==> src/sv/assert_macros.svh <==
// assertion macros used by the top-level rtl file
`ifndef ASSERT_MACROS_SVH
`define ASSERT_MACROS_SVH

`ifndef SYNTHESIS

// clocked check, quiet while reset is held
`define VMDS_ASSERT_CLK(lbl, prop, msg) \
  lbl: assert property (@(posedge clk) disable iff (!rst_n) prop) else $error(msg);

// clocked check that also runs through reset
`define VMDS_ASSERT_RST(lbl, prop, msg) \
  lbl: assert property (@(posedge clk) prop) else $error(msg);

`else

`define VMDS_ASSERT_CLK(lbl, prop, msg)
`define VMDS_ASSERT_RST(lbl, prop, msg)

`endif

`endif

==> src/sv/vmds_pkg.sv <==
// types, codes and reset values for the vacuum microwave dryer sequencer
package vmds_pkg;

  // commands
  localparam logic [1:0] CMD_START = 2'd0;
  localparam logic [1:0] CMD_STEP  = 2'd1;
  localparam logic [1:0] CMD_RESET = 2'd2;

  // phases
  localparam logic [2:0] PH_IDLE  = 3'd0;
  localparam logic [2:0] PH_PUMP  = 3'd1;
  localparam logic [2:0] PH_HEAT  = 3'd2;
  localparam logic [2:0] PH_VENT  = 3'd3;
  localparam logic [2:0] PH_ABORT = 3'd4;

  // finish codes
  localparam logic [1:0] FIN_NONE    = 2'd0;
  localparam logic [1:0] FIN_DONE    = 2'd1;
  localparam logic [1:0] FIN_ABORTED = 2'd2;

  // configuration register indexes
  localparam logic [1:0] CFG_VACUUM_TH = 2'd0;
  localparam logic [1:0] CFG_VENT_TH   = 2'd1;
  localparam logic [1:0] CFG_HUM_TGT   = 2'd2;
  localparam logic [1:0] CFG_TOG_PER   = 2'd3;

  // register reset values
  localparam logic [7:0] VACUUM_TH_RST = 8'hA8;  // -88 kPa
  localparam logic [7:0] VENT_TH_RST   = 8'hFE;  // -2 kPa
  localparam logic [6:0] HUM_TGT_RST   = 7'd10;
  localparam logic [3:0] TOG_PER_RST   = 4'd5;

  localparam logic [3:0] TOG_CNT_MAX = 4'hF;

  typedef struct packed {
    logic [7:0] vacuum_threshold;
    logic [7:0] vent_threshold;
    logic [6:0] humidity_target;
    logic [3:0] toggle_period;
  } vmds_cfg_t;

  typedef struct packed {
    logic [2:0] phase;
    logic       mag;
    logic [3:0] tog_cnt;
    logic       inlet;
  } vmds_state_t;

  typedef struct packed {
    logic [1:0] cmd;
    logic       keep_running;
    logic [7:0] pressure;
    logic [6:0] humidity;
    logic       tick;
  } vmds_item_t;

  typedef struct packed {
    logic       magnetron_on;
    logic       fan_on;
    logic       inlet_open;
    logic       pump_on;
    logic       connector_open;
    logic [2:0] phase;
    logic [1:0] finished;
  } vmds_res_t;

endpackage

==> src/sv/vmds_step.sv <==
// next-state and actuator logic for one sampled beat
module vmds_step
  import vmds_pkg::*;
(
  input  vmds_cfg_t   cfg,
  input  vmds_state_t st,
  input  vmds_item_t  item,
  output vmds_state_t st_nxt,
  output vmds_res_t   res
);

  logic       below_vac;
  logic       above_vent;
  logic       dry;
  logic [3:0] cnt_inc;
  logic [1:0] fin;

  // threshold compares
  assign below_vac  = $signed(item.pressure) < $signed(cfg.vacuum_threshold);
  assign above_vent = $signed(item.pressure) > $signed(cfg.vent_threshold);
  assign dry        = item.humidity < cfg.humidity_target;

  // saturating tick count while heating
  assign cnt_inc = (item.tick && (st.tog_cnt < TOG_CNT_MAX)) ? st.tog_cnt + 4'd1 : st.tog_cnt;

  // phase sequencing
  always_comb begin
    st_nxt = st;
    fin    = FIN_NONE;
    case (item.cmd)
      CMD_START: begin
        st_nxt.phase   = item.keep_running ? PH_PUMP : PH_ABORT;
        st_nxt.mag     = 1'b0;
        st_nxt.tog_cnt = '0;
        if (item.keep_running) begin
          st_nxt.inlet = 1'b0;
        end
      end
      CMD_RESET: begin
        st_nxt = '{phase: PH_IDLE, mag: 1'b0, tog_cnt: 4'd0, inlet: 1'b0};
      end
      CMD_STEP: begin
        case (st.phase)
          PH_IDLE: begin
          end
          PH_PUMP: begin
            if (!item.keep_running) begin
              st_nxt.phase   = PH_ABORT;
              st_nxt.mag     = 1'b0;
              st_nxt.tog_cnt = '0;
            end else if (below_vac) begin
              st_nxt.phase   = PH_HEAT;
              st_nxt.mag     = 1'b1;
              st_nxt.tog_cnt = '0;
            end
          end
          PH_HEAT: begin
            if (!item.keep_running) begin
              st_nxt.phase   = PH_ABORT;
              st_nxt.mag     = 1'b0;
              st_nxt.tog_cnt = '0;
            end else if (dry) begin
              st_nxt.phase   = PH_VENT;
              st_nxt.mag     = 1'b0;
              st_nxt.tog_cnt = '0;
            end else if (cnt_inc >= cfg.toggle_period) begin
              st_nxt.mag     = ~st.mag;
              st_nxt.tog_cnt = '0;
            end else begin
              st_nxt.tog_cnt = cnt_inc;
            end
          end
          PH_VENT: begin
            if (!item.keep_running) begin
              st_nxt.phase   = PH_ABORT;
              st_nxt.mag     = 1'b0;
              st_nxt.tog_cnt = '0;
            end else if (above_vent) begin
              st_nxt = '{phase: PH_IDLE, mag: 1'b0, tog_cnt: 4'd0, inlet: 1'b0};
              fin    = FIN_DONE;
            end else begin
              st_nxt.inlet = 1'b1;
            end
          end
          PH_ABORT: begin
            if (above_vent) begin
              st_nxt = '{phase: PH_IDLE, mag: 1'b0, tog_cnt: 4'd0, inlet: 1'b0};
              fin    = FIN_ABORTED;
            end else begin
              st_nxt.inlet = 1'b1;
            end
          end
          default: begin
            st_nxt = '{phase: PH_IDLE, mag: 1'b0, tog_cnt: 4'd0, inlet: 1'b0};
          end
        endcase
      end
      default: begin
      end
    endcase
  end

  // actuator decode from the new phase
  always_comb begin
    res                = '0;
    res.phase          = st_nxt.phase;
    res.finished       = fin;
    res.inlet_open     = (st_nxt.phase != PH_IDLE) && st_nxt.inlet;
    res.pump_on        = (st_nxt.phase == PH_PUMP) || (st_nxt.phase == PH_HEAT);
    res.fan_on         = (st_nxt.phase == PH_HEAT);
    res.magnetron_on   = (st_nxt.phase == PH_HEAT) && st_nxt.mag;
    res.connector_open = (st_nxt.phase inside {PH_PUMP, PH_HEAT, PH_VENT, PH_ABORT});
  end

endmodule

==> src/sv/vmds_skid.sv <==
// result register with a skid slot so a stalled sink does not block the input until the skid slot is full
module vmds_skid
  import vmds_pkg::*;
(
  input  logic      clk,
  input  logic      rst_n,
  input  logic      push,
  input  vmds_res_t push_data,
  output logic      ready,
  output logic      out_valid,
  input  logic      out_ready,
  output vmds_res_t out_data
);

  logic      out_valid_r, out_valid_nxt;
  logic      skid_valid_r, skid_valid_nxt;
  vmds_res_t out_data_r, out_data_nxt;
  vmds_res_t skid_data_r, skid_data_nxt;
  logic      pop;

  assign pop       = out_valid_r && out_ready;
  assign ready     = !skid_valid_r;
  assign out_valid = out_valid_r;
  assign out_data  = out_data_r;

  // fill and drain of the two slots
  always_comb begin
    out_valid_nxt  = out_valid_r;
    skid_valid_nxt = skid_valid_r;
    out_data_nxt   = out_data_r;
    skid_data_nxt  = skid_data_r;
    if (skid_valid_r) begin
      if (pop) begin
        out_data_nxt   = skid_data_r;
        skid_valid_nxt = 1'b0;
      end
    end else if (push) begin
      if (!out_valid_r || pop) begin
        out_data_nxt  = push_data;
        out_valid_nxt = 1'b1;
      end else begin
        skid_data_nxt  = push_data;
        skid_valid_nxt = 1'b1;
      end
    end else if (pop) begin
      out_valid_nxt = 1'b0;
    end
  end

  // control flops
  always_ff @(posedge clk) begin
    if (!rst_n) begin
      out_valid_r  <= 1'b0;
      skid_valid_r <= 1'b0;
    end else begin
      out_valid_r  <= out_valid_nxt;
      skid_valid_r <= skid_valid_nxt;
    end
  end

  // payload flops
  always_ff @(posedge clk) begin
    out_data_r  <= out_data_nxt;
    skid_data_r <= skid_data_nxt;
  end

endmodule

==> src/sv/vacuum_microwave_dry_sequencer.sv <==
// top level of the vacuum microwave dryer sequencer
//
//  channel | direction | tuser        | tdata / data
//  in_     | sink      | cmd          | keep_running, pressure, humidity, tick
//  out_    | source    | -            | actuators, phase, finished
//  cfg_    | sink      | -            | register index cfg_addr, value cfg_wdata
//
// one beat per cycle while in_tready is high: the sequencer state updates in the accepting cycle and
// the result is registered into the output slot, or into the skid slot if out_ is stalled.
// throughput is set by the two-slot result buffer: input is taken whenever
// the skid slot is empty, so a sink stall costs one extra beat before in_tready drops.
// rst_n is synchronous: phase idle, actuators off, registers to defaults.
`include "assert_macros.svh"

module vacuum_microwave_dry_sequencer
  import vmds_pkg::*;
(
  input  logic        clk,
  input  logic        rst_n,
  // input stream
  input  logic        in_tvalid,
  output logic        in_tready,
  input  logic [1:0]  in_tuser,   // [1:0] cmd
  input  logic [23:0] in_tdata,   // [0] keep_running, [8:1] pressure, [15:9] humidity,
                                  // [16] tick, [23:17] zero
  // result stream
  output logic        out_tvalid,
  input  logic        out_tready,
  output logic [15:0] out_tdata,  // [0] magnetron_on, [1] fan_on, [2] inlet_open,
                                  // [3] pump_on, [4] connector_open, [7:5] phase,
                                  // [9:8] finished, [15:10] zero
  // configuration writes
  input  logic        cfg_we,
  input  logic [1:0]  cfg_addr,
  input  logic [7:0]  cfg_wdata
);

  vmds_cfg_t   cfg_r;
  vmds_state_t st_r;
  vmds_state_t st_nxt;
  vmds_item_t  item;
  vmds_res_t   res;
  vmds_res_t   out_res;
  logic        accept;

  // unpack the input beat
  assign item.cmd          = in_tuser;
  assign item.keep_running = in_tdata[0];
  assign item.pressure     = in_tdata[8:1];
  assign item.humidity     = in_tdata[15:9];
  assign item.tick         = in_tdata[16];

  assign accept = in_tvalid && in_tready;

  // configuration registers
  always_ff @(posedge clk) begin
    if (!rst_n) begin
      cfg_r.vacuum_threshold <= VACUUM_TH_RST;
      cfg_r.vent_threshold   <= VENT_TH_RST;
      cfg_r.humidity_target  <= HUM_TGT_RST;
      cfg_r.toggle_period    <= TOG_PER_RST;
    end else if (cfg_we) begin
      case (cfg_addr)
        CFG_VACUUM_TH: cfg_r.vacuum_threshold <= cfg_wdata;
        CFG_VENT_TH:   cfg_r.vent_threshold   <= cfg_wdata;
        CFG_HUM_TGT:   cfg_r.humidity_target  <= cfg_wdata[6:0];
        CFG_TOG_PER:   cfg_r.toggle_period    <= cfg_wdata[3:0];
        default: begin
        end
      endcase
    end
  end

  // sequencer state
  always_ff @(posedge clk) begin
    if (!rst_n) begin
      st_r <= '{phase: PH_IDLE, mag: 1'b0, tog_cnt: 4'd0, inlet: 1'b0};
    end else if (accept) begin
      st_r <= st_nxt;
    end
  end

  vmds_step u_step (
    .cfg    (cfg_r),
    .st     (st_r),
    .item   (item),
    .st_nxt (st_nxt),
    .res    (res)
  );

  vmds_skid u_skid (
    .clk       (clk),
    .rst_n     (rst_n),
    .push      (accept),
    .push_data (res),
    .ready     (in_tready),
    .out_valid (out_tvalid),
    .out_ready (out_tready),
    .out_data  (out_res)
  );

  // pack the result beat
  assign out_tdata = {6'd0, out_res.finished, out_res.phase, out_res.connector_open,
                      out_res.pump_on, out_res.inlet_open, out_res.fan_on,
                      out_res.magnetron_on};

  // checks
  `VMDS_ASSERT_CLK(a_stall_has_result, !in_tready |-> out_tvalid,
                   "input stalled with no result waiting")
  `VMDS_ASSERT_CLK(a_finish_is_idle, out_tvalid && (out_res.finished != FIN_NONE) |->
                   out_res.phase == PH_IDLE, "finish reported outside idle")
  `VMDS_ASSERT_CLK(a_mag_only_heat, out_tvalid && out_res.magnetron_on |->
                   out_res.phase == PH_HEAT, "magnetron on outside heating")
  `VMDS_ASSERT_CLK(a_reset_cmd_idle, accept && (item.cmd == CMD_RESET) |=>
                   st_r.phase == PH_IDLE, "reset command did not return to idle")
  `VMDS_ASSERT_RST(a_rst_idle, !rst_n |=> (st_r.phase == PH_IDLE) && !out_tvalid,
                   "state not cleared by reset")

endmodule

==> config.mk <==
export PLATFORM = sky130hd
export DESIGN_NAME = vacuum_microwave_dry_sequencer
export DESIGN_NICKNAME = d
export VERILOG_FILES = /design/src/sv/vmds_pkg.sv /design/src/sv/vmds_step.sv /design/src/sv/vmds_skid.sv /design/src/sv/vacuum_microwave_dry_sequencer.sv
export VERILOG_INCLUDE_DIRS = /design/src /design/src/sv
export SDC_FILE = /design/constraint.sdc
export NUM_CORES = 1
export LEC_CHECK = 0
export BUFFER_PORTS_ARGS = -buffer_cell sky130_fd_sc_hd__buf_2
export CAP_MARGIN = 20
export CORE_MARGIN = 8
export CORE_UTILIZATION = 55
export CTS_CLUSTER_SIZE = 8
export DETAILED_ROUTE_END_ITERATION = 7
export PLACE_DENSITY = 0.78
export SYNTH_ARGS = -nofsm -noshare
export SYNTH_HDL_FRONTEND = slang
export SYNTH_HIERARCHICAL = 1
export SYNTH_SLANG_ARGS = --single-unit
==> constraint.sdc <==
create_clock -name clk -period 6.3 [get_ports clk]
set_input_delay 1.26 -clock clk [delete_from_list [all_inputs] [get_ports clk]]
set_output_delay 1.26 -clock clk [all_outputs]
set_load 0.03 [all_outputs]
Word level (Yosys, flattened, before mapping)
Index checks and enable logic that the tools add are counted.
{"block": "totals", "regBits": 58, "inputBits": 41, "out_inout_bits": 18, "wordCells": 110}
{"block": "classes", "bitwise_logic": 3, "addsub": 1, "magnitude_cmp": 5, "eq_ne": 17, "mux": 33, "n_reduce_logical": 27}
{"op": "2-to-1 mux 10 bit", "count": 4}
{"op": "2-to-1 mux 8 bit", "count": 5}
{"op": "one-hot mux 8 bit (5 select lines)", "count": 1}
{"op": "one-hot mux 9 bit (3 select lines)", "count": 1}
{"op": "== test 3 x 2 -> 1 bit, second input constant", "count": 4}
{"op": "2-to-1 mux 1 bit", "count": 12}
{"op": "AND reduction 3 bit", "count": 3}
{"op": "greater-than comparator 8 bit", "count": 1}
{"op": "less-than comparator 8 bit", "count": 1}
{"op": "2-to-1 mux 4 bit", "count": 2}
{"op": "AND reduction 2 bit", "count": 4}
{"op": "less-than comparator 7 bit", "count": 1}
{"op": "== test 2 bit, second input constant", "count": 3}
{"op": "== test 3 x 1 -> 1 bit, second input constant", "count": 2}
{"op": "== test 3 bit, second input constant", "count": 2}
{"op": "2-to-1 mux 2 bit", "count": 3}
{"op": "2-to-1 mux 3 bit", "count": 2}
{"op": "nonzero test 2 bit", "count": 3}
{"op": "nonzero test 3 bit", "count": 2}
{"op": "logical AND 1 bit", "count": 5}
{"op": "2-to-1 mux 5 bit", "count": 1}
{"op": "adder 4 x 1 -> 4 bit, second input constant", "count": 1}
{"op": "== test 2 x 1 -> 1 bit, second input constant", "count": 2}
{"op": ">= comparator 4 bit", "count": 1}
{"op": "14 further kinds", "count": 20}

Longest topological paths before layout
Gate-level depths: netlist (run 1).
{"block": "logic_depth", "word_depth": 14, "mapped_depth": 14, "mapped_depth_nobuf": 14}

Cells and area by module
Netlist (run 1), hierarchy kept.
{"module": "vacuum_microwave_dry_sequencer", "n_inst": 1, "area_each_um2": 1575.3, "cells_per_inst": 161}
{"module": "vmds_step", "n_inst": 1, "area_each_um2": 1290.0, "cells_per_inst": 184}
{"module": "vmds_skid", "n_inst": 1, "area_each_um2": 837.1, "cells_per_inst": 45}

Worst setup path after synthesis (run 1)
Ideal clock, no wire load.
{"block": "synth_path", "path_kind": "input-to-reg", "startpoint": "input in_tdata[16]", "endpoint": "register u_skid.out_data_r (netlist bit u_skid/out_data[9]) (data pin)", "setup_time_ns": 0.130, "n_path_buf": 0, "stages": 11, "required_time_ns": 6.170, "t_arrival_ns": 3.297, "setup_slack_ns": 2.873, "cell_sequence": "nand2_1 > or2_2 > and2_1 > ha_1 > nand2b_1 > a21oi_1 > o21ai_0 > nor3_1 > a211oi_1 > nor4_2 > mux2_2"}
{"element": "start, declared", "line_no": "vacuum_microwave_dry_sequencer.sv:24", "rtl": "input logic [23:0] in_tdata,"}
{"element": "end signal, assigned", "line_no": "vmds_skid.sv:63", "rtl": "out_data_r <= out_data_nxt;"}
{"element": "end, declared", "line_no": "vmds_skid.sv:17", "rtl": "vmds_res_t out_data_r, out_data_nxt;"}

==> results_dict.tcl, run 1 <==
set metrics [dict create \
    wirelength_mm 7.52 \
    drive_gt1_share_pct 21.2 \
    cp.required_ns 6.51 \
    synth_edf_count 20 \
    num_vias 2880 \
    mappedNetlistArea_um2 3700 \
    dp_hpwl_mm 5.61 \
    swShare_pct 29.5 \
    ios 59 \
    hold_buffers 0 \
    powerDensity_nw_per_um2 208 \
    drt_iter0_drc 175 \
    cts_tree "yes" \
    grt_max_degree 52 \
    most-common-layout-cells "buf_2 (45), nand2_1 (40), dfxtp_1 (38), inv_1 (32), ha_1 (26)" \
    met1_length_mm 3.60 \
    crit_type "input port to flip-flop" \
    status "finished clean" \
    syn_inst 390 \
    rsz0062_at_grt "false" \
    p_sw_mw 0.248 \
    overflow 0 \
    slew_headroom_pct 38.2 \
    layout_commonest_cell "buf_2" \
    wl_per_cell_um 14.7 \
    num_antenna_cells 0 \
    wl_met2_mm 3.43 \
    drtPass1Iterations 4 \
    min_path_type "flip-flop to flip-flop" \
    fin_nets 492 \
    drc 0 \
    die_x_um 98.0 \
    track_usage_pct 15.8 \
    antenna_found_initial 0 \
    clkTransAtPathRegs_ns 0.07 \
    post-cts-setup-buffer-count 0 \
    setup_ws_ns 2.70 \
    arrival_ns 3.81 \
    globalplace.congestion 0.854 \
    report.power.total_mw 0.842 \
    h-tree-depth 3 \
    hold_violations 0 \
    async_flop_share_pct 0 \
    syn_avg_cell_area_um2 9.49 \
    syn_to_final_growth_pct 9.16 \
    port_buffers 45 \
    synth-warning-count 6 \
    ant_nets 0 \
    yosysSeqAreaShare_pct 36.8 \
    synth.distinct_cells 59 \
    setup_violations 0 \
    core_um2 6640 \
    grt_pass1_wl_mm 12.4 \
    drv_cap 0 \
    grt_pass1_vias 2667 \
    maxSlewViolCount 0 \
    cts-root-buf "clkbuf_8" \
    clkPwrFrac_pct 34.4 \
    die_h_um 98.0 \
    vdd_ir_drop_max_mv 0.142 \
    p_leak_nw 1.84 \
    fin_area_um2 4040 \
    worstSetupEndpointType "flip-flop" \
    skew_ns 0.00898 \
    path_max_fanout 4 \
    clk_latency_ns 0.34 \
    finalCritPeriodShare_pct 57.2 \
    fmax_mhz 278 \
    tightest_slew_ns 0.927 \
    numCtsBuffers 9 \
    layout_min_cycle_time_ns 3.60 \
    setup_tns_ns 0 \
    final_util_pct 60.8 \
    rows 30 \
    internal_power_mw 0.594 \
    cts_resized 0 \
    dp_slack_ns 2.34 \
    synthFlopType "dfxtp_1" \
    crit_path_start_kind "input port" \
    clock_sinks 58 \
    start_util_pct 55.7 \
    place_area_um2 3880 \
    met3WireLength_um 409 \
    top_layer "met4" \
    p_seq_share_pct 49.2 \
    viasPerCell 5.65 \
    die_area_um2 9610 \
    synth-seq-cells 58 \
    combPwrFrac_pct 16.4 \
    cts_buffer_depth 2 \
]
## sequential cells by signal, indices dropped and copies added, names as in the netlist
register	count
cfg_r	27
st_r	9
u_skid/out_data	10
u_skid/out_valid	1
u_skid/skid_data_r	10
u_skid/skid_valid_r	1
## worst paths after layout
check	start	to	slack (ns)	cells past startpoint
min	cfg_r[20]	cfg_r[20]	0.46	2
min reg2reg	cfg_r[20]	cfg_r[20]	0.46	2
max	in_tdata[16]	u_skid/out_data[9]	2.70	12
max reg2reg	st_r[1]	u_skid/out_data[9]	3.02	13
## area by class of cell
| class | instances | area [µm²] |
|---|---|---|
| fill | 562 | 2600 |
| multi-input combinational | 279 | 2070 |
| sequential | 58 | 1360 |
| timing repair buffer | 45 | 225 |
| clock buffer | 9 | 124 |
| inverter | 32 | 120 |
| tap | 80 | 100 |
| clock inverter | 7 | 36.3 |
## power groups by stage
stage / Combinational [mW] / Clock, mW / Sequential [mW]
3_3_place_gp: 0.134 / 0 / 0.422
5_1_grt: 0.152 / 0.315 / 0.416
2_1_floorplan: 0.0909 / 0 / 0.435
3_5_place_dp: 0.138 / 0 / 0.423
4_1_cts: 0.139 / 0.294 / 0.414
6_report: 0.138 / 0.290 / 0.414
## synth_stat cells, drive strengths merged, types with 2 or more instances
cell type,n,share of area [%]
and3b,2,0.47
xor2,2,0.47
nor3b,2,0.54
a221oi,2,0.81
edfxtp,20,16
and2,4,0.68
mux2,11,3.3
and4,2,0.47
nand2,40,4.1
nand2b,4,1.1
nor2b,18,3.0
dfxtp,38,21
nand3b,3,0.61
nand3,6,0.81
nand4b,2,0.47
or2,2,0.34
o211ai,6,1.4
buf,17,3.5
a211oi,6,1.2
and3,11,1.9
inv,32,3.2
a22oi,4,0.95
nor3,4,0.54
or2b,2,0.47
mux2i,25,6.8
nor2,17,1.7
o21ai,15,2.3
a21boi,10,2.0
ha,26,8.8
clkbuf,9,0.91
o21a,11,2.2
nand4,3,0.51
a21oi,15,2.2
o21bai,2,0.71
and2b,3,0.68
## per-stage QoR
| stage | cells | hold slack (ns) |
|---|---|---|
| detailed placement | 494 | 0.454 |
| global route | 510 | 0.480 |
| global placement | 494 | 0.443 |
| floorplan | 395 | 0.434 |
| finish | 510 | 0.461 |
| CTS | 510 | 0.464 |
## worst max-delay path, cell delays in order
cell,delay (ns)
buf_2,0.10
nand2_1,0.10
or2_2,0.30
and2_1,0.16
ha_1,0.25
nand2b_1,0.14
a21oi_1,0.13
o21ai_0,0.16
nor3_1,0.50
a211oi_1,0.14
nor4_2,0.35
mux2_2,0.21
## routing by layer
metal	global-route usage, %	vias to the layer above
met3	4.13	7
met1	20.2	1357
li1	-	1440
met2	24.9	76
met4	6.12	0
met5	0	-
## cell families (layout without fill, tap and decap cells)
group / count (synthesis) / in the layout / share of synthesized area (%)
AND/OR/NAND/NOR: 130 / 130 / 19.7
AO/OA/AOI/OAI: 79 / 79 / 16.3
flip-flops: 58 / 58 / 36.8
buffers and inverters: 58 / 93 / 7.71
multiplexers: 36 / 36 / 10.1
adder cells (fa/ha/maj): 26 / 26 / 8.79
XOR/XNOR: 2 / 2 / 0.473
other: 1 / 6 / 0.101
No activity file was read; power rests on OpenSTA's default activity.
==> run 2: changes to the inputs <==
- CORE_UTILIZATION: 55 -> 52
- PLACE_DENSITY: 0.78 -> 0.77
- clock period: 6.3 -> 2.9 ns (I/O delays scaled with it)
==> run 2 against run 1 <==
Effect of this change:
- register-to-register slack lost 2.9 ns
- combinational power grew 120%
- hold slack is essentially flat
- sequential share of layout area shrank 1.4 points
- worst setup slack lost 2.6 ns
- sequential power grew 120%
==> results_dict.tcl, run 2 (same netlist as run 1, synthesis figures left out) <==
set metrics [dict create \
    fin_nets 503 \
    p_leak_nw 1.92 \
    h-tree-depth 3 \
    wl_per_cell_um 14.6 \
    clkTransAtPathRegs_ns 0.07 \
    die_area_um2 10100 \
    drv_cap 0 \
    powerDensity_nw_per_um2 476 \
    globalplace.congestion 0.909 \
    drc 0 \
    num_antenna_cells 0 \
    setup_ws_ns 0.142 \
    cp.required_ns 2.98 \
    rows 30 \
    r2r_slack_ns 0.14 \
    cts_tree "yes" \
    instances_no_fill 537 \
    vdd_ir_drop_max_mv 0.207 \
    fillers 602 \
    setup_tns_ns 0 \
    numCtsBuffers 9 \
    die_x_um 100 \
    antenna_found_initial 0 \
    r2r-start "st_r[1]" \
    skew_ns 0.00929 \
    clock_sinks 58 \
    grt_max_degree 28 \
    p_seq_share_pct 44.8 \
    startpoint "st_r[1]" \
    ant_nets 0 \
    finalCritPeriodShare_pct 95.1 \
    status "finished clean" \
    maxSlewViolCount 0 \
    path_max_fanout 3 \
    arrival_ns 2.84 \
    most-common-layout-cells "buf_2 (45), nand2_1 (40), dfxtp_1 (38), inv_1 (32), ha_1 (26)" \
    grt_pass1_vias 2861 \
    fin_area_um2 4220 \
    slew_headroom_pct 40.5 \
    overflow 0 \
    crit_type "flip-flop to flip-flop" \
    clk_latency_ns 0.33 \
    die_h_um 100 \
    hold_violations 0 \
    min_path_type "flip-flop to flip-flop" \
    start_util_pct 54.2 \
    rsz0062_at_grt "true" \
    combPwrFrac_pct 15.4 \
    internal_power_mw 1.48 \
    worstSetupEndpointType "flip-flop" \
    hold_path_startpoint "cfg_r[21]" \
    setup_violations 0 \
    tightest_slew_ns 0.893 \
    cts-root-buf "clkbuf_8" \
    core_um2 6830 \
    swShare_pct 26.5 \
    top_register "cfg_r" \
    fmax_mhz 363 \
    cts_buffer_depth 2 \
    viasPerCell 5.36 \
    hold_buffers 0 \
    dp_slack_ns -0.133 \
    drive_gt1_share_pct 24.5 \
    largest_reg_flops 27 \
    wirelength_mm 7.84 \
    layout_commonest_cell "buf_2" \
    grt_pass1_wl_mm 13.1 \
    syn_to_final_growth_pct 13.9 \
    p_sw_mw 0.533 \
    dp_cells 521 \
    ios 59 \
    num_vias 2876 \
    drt_iter0_drc 136 \
    track_usage_pct 16.0 \
    dp_hpwl_mm 5.86 \
    layout_min_cycle_time_ns 2.76 \
    clkPwrFrac_pct 39.8 \
    place_area_um2 3980 \
    crit_path_start_kind "flip-flop" \
    port_buffers 45 \
    drtPass1Iterations 4 \
]
[run 2: cell types whose count changed in the layout (fill, tap and decap cells not counted), moves of 2 or more]
| cell | previous run | this run |
|---|---|---|
| clkinv_1 | 3 | 1 |
| a211oi_1 | 6 | 4 |
| o21ai_0 | 14 | 12 |
| a211oi_2 | 0 | 2 |
| buf_4 | 0 | 11 |
| bufinv_16 | 0 | 2 |
[run 2: timing repair]
action	4_1_cts	5_1_grt
gates resized for setup	2	6
setup endpoints to repair	1	6
buffers inserted	0	0
pin swaps	1	2
[run 2: worst paths after layout]
path | end | depth (start not counted)
worst max-delay path | u_skid/out_data[9] | 12
worst min-delay path | cfg_r[21] | 2
worst max register to register | u_skid/out_data[9] | 12
worst min register to register | cfg_r[21] | 2
[run 2: critical path: stages (launching register included)]
cell,delay (ns)
dfxtp_1,0.31
ha_1,0.21
nand3_1,0.08
nand2_1,0.09
or2_2,0.30
and2_1,0.17
ha_1,0.26
nand2b_1,0.14
a21oi_1,0.19
o21ai_2,0.11
a211oi_2,0.26
nor4_2,0.10
mux2_2,0.28
[run 2: layout make-up]
class	count	area [µm²]	share of cell area, %
clock inverter	6	81.3	1.93
clock buffer	10	128	3.03
sequential	58	1360	32.3
inverter	32	120	2.85
tap	96	120	2.85
timing repair buffer	56	308	7.30
multi-input combinational	279	2100	49.8
[run 2: stage by stage]
| step | power, mW | hold slack, ns | utilization, % |
|---|---|---|---|
| 6_report | 2.01 | 0.460 | 61.7 |
| 5_1_grt | 2.09 | 0.452 | 61.7 |
| 4_1_cts | 2.02 | 0.452 | 61.5 |
| 3_5_place_dp | 1.22 | 0.452 | 58.3 |
| 3_3_place_gp | 1.21 | 0.447 | 58.3 |
| 2_1_floorplan | 1.14 | 0.434 | - |
[run 2: routing by layer]
metal | global-route usage [%] | up-vias | part of all wire, %
li1 | - | 1463 | -
met1 | 20.0 | 1340 | 48
met2 | 25.9 | 63 | 45
met3 | 4.22 | 10 | 5.4
met4 | 5.47 | 0 | 1.1
met5 | 0 | - | 0
[run 2: power by group through the flow]
stage,registers [mW],logic [mW],clock network (mW)
5_1_grt,0.904,0.339,0.850
3_5_place_dp,0.917,0.307,0
3_3_place_gp,0.916,0.299,0
6_report,0.899,0.310,0.800
4_1_cts,0.899,0.310,0.813
2_1_floorplan,0.944,0.197,0
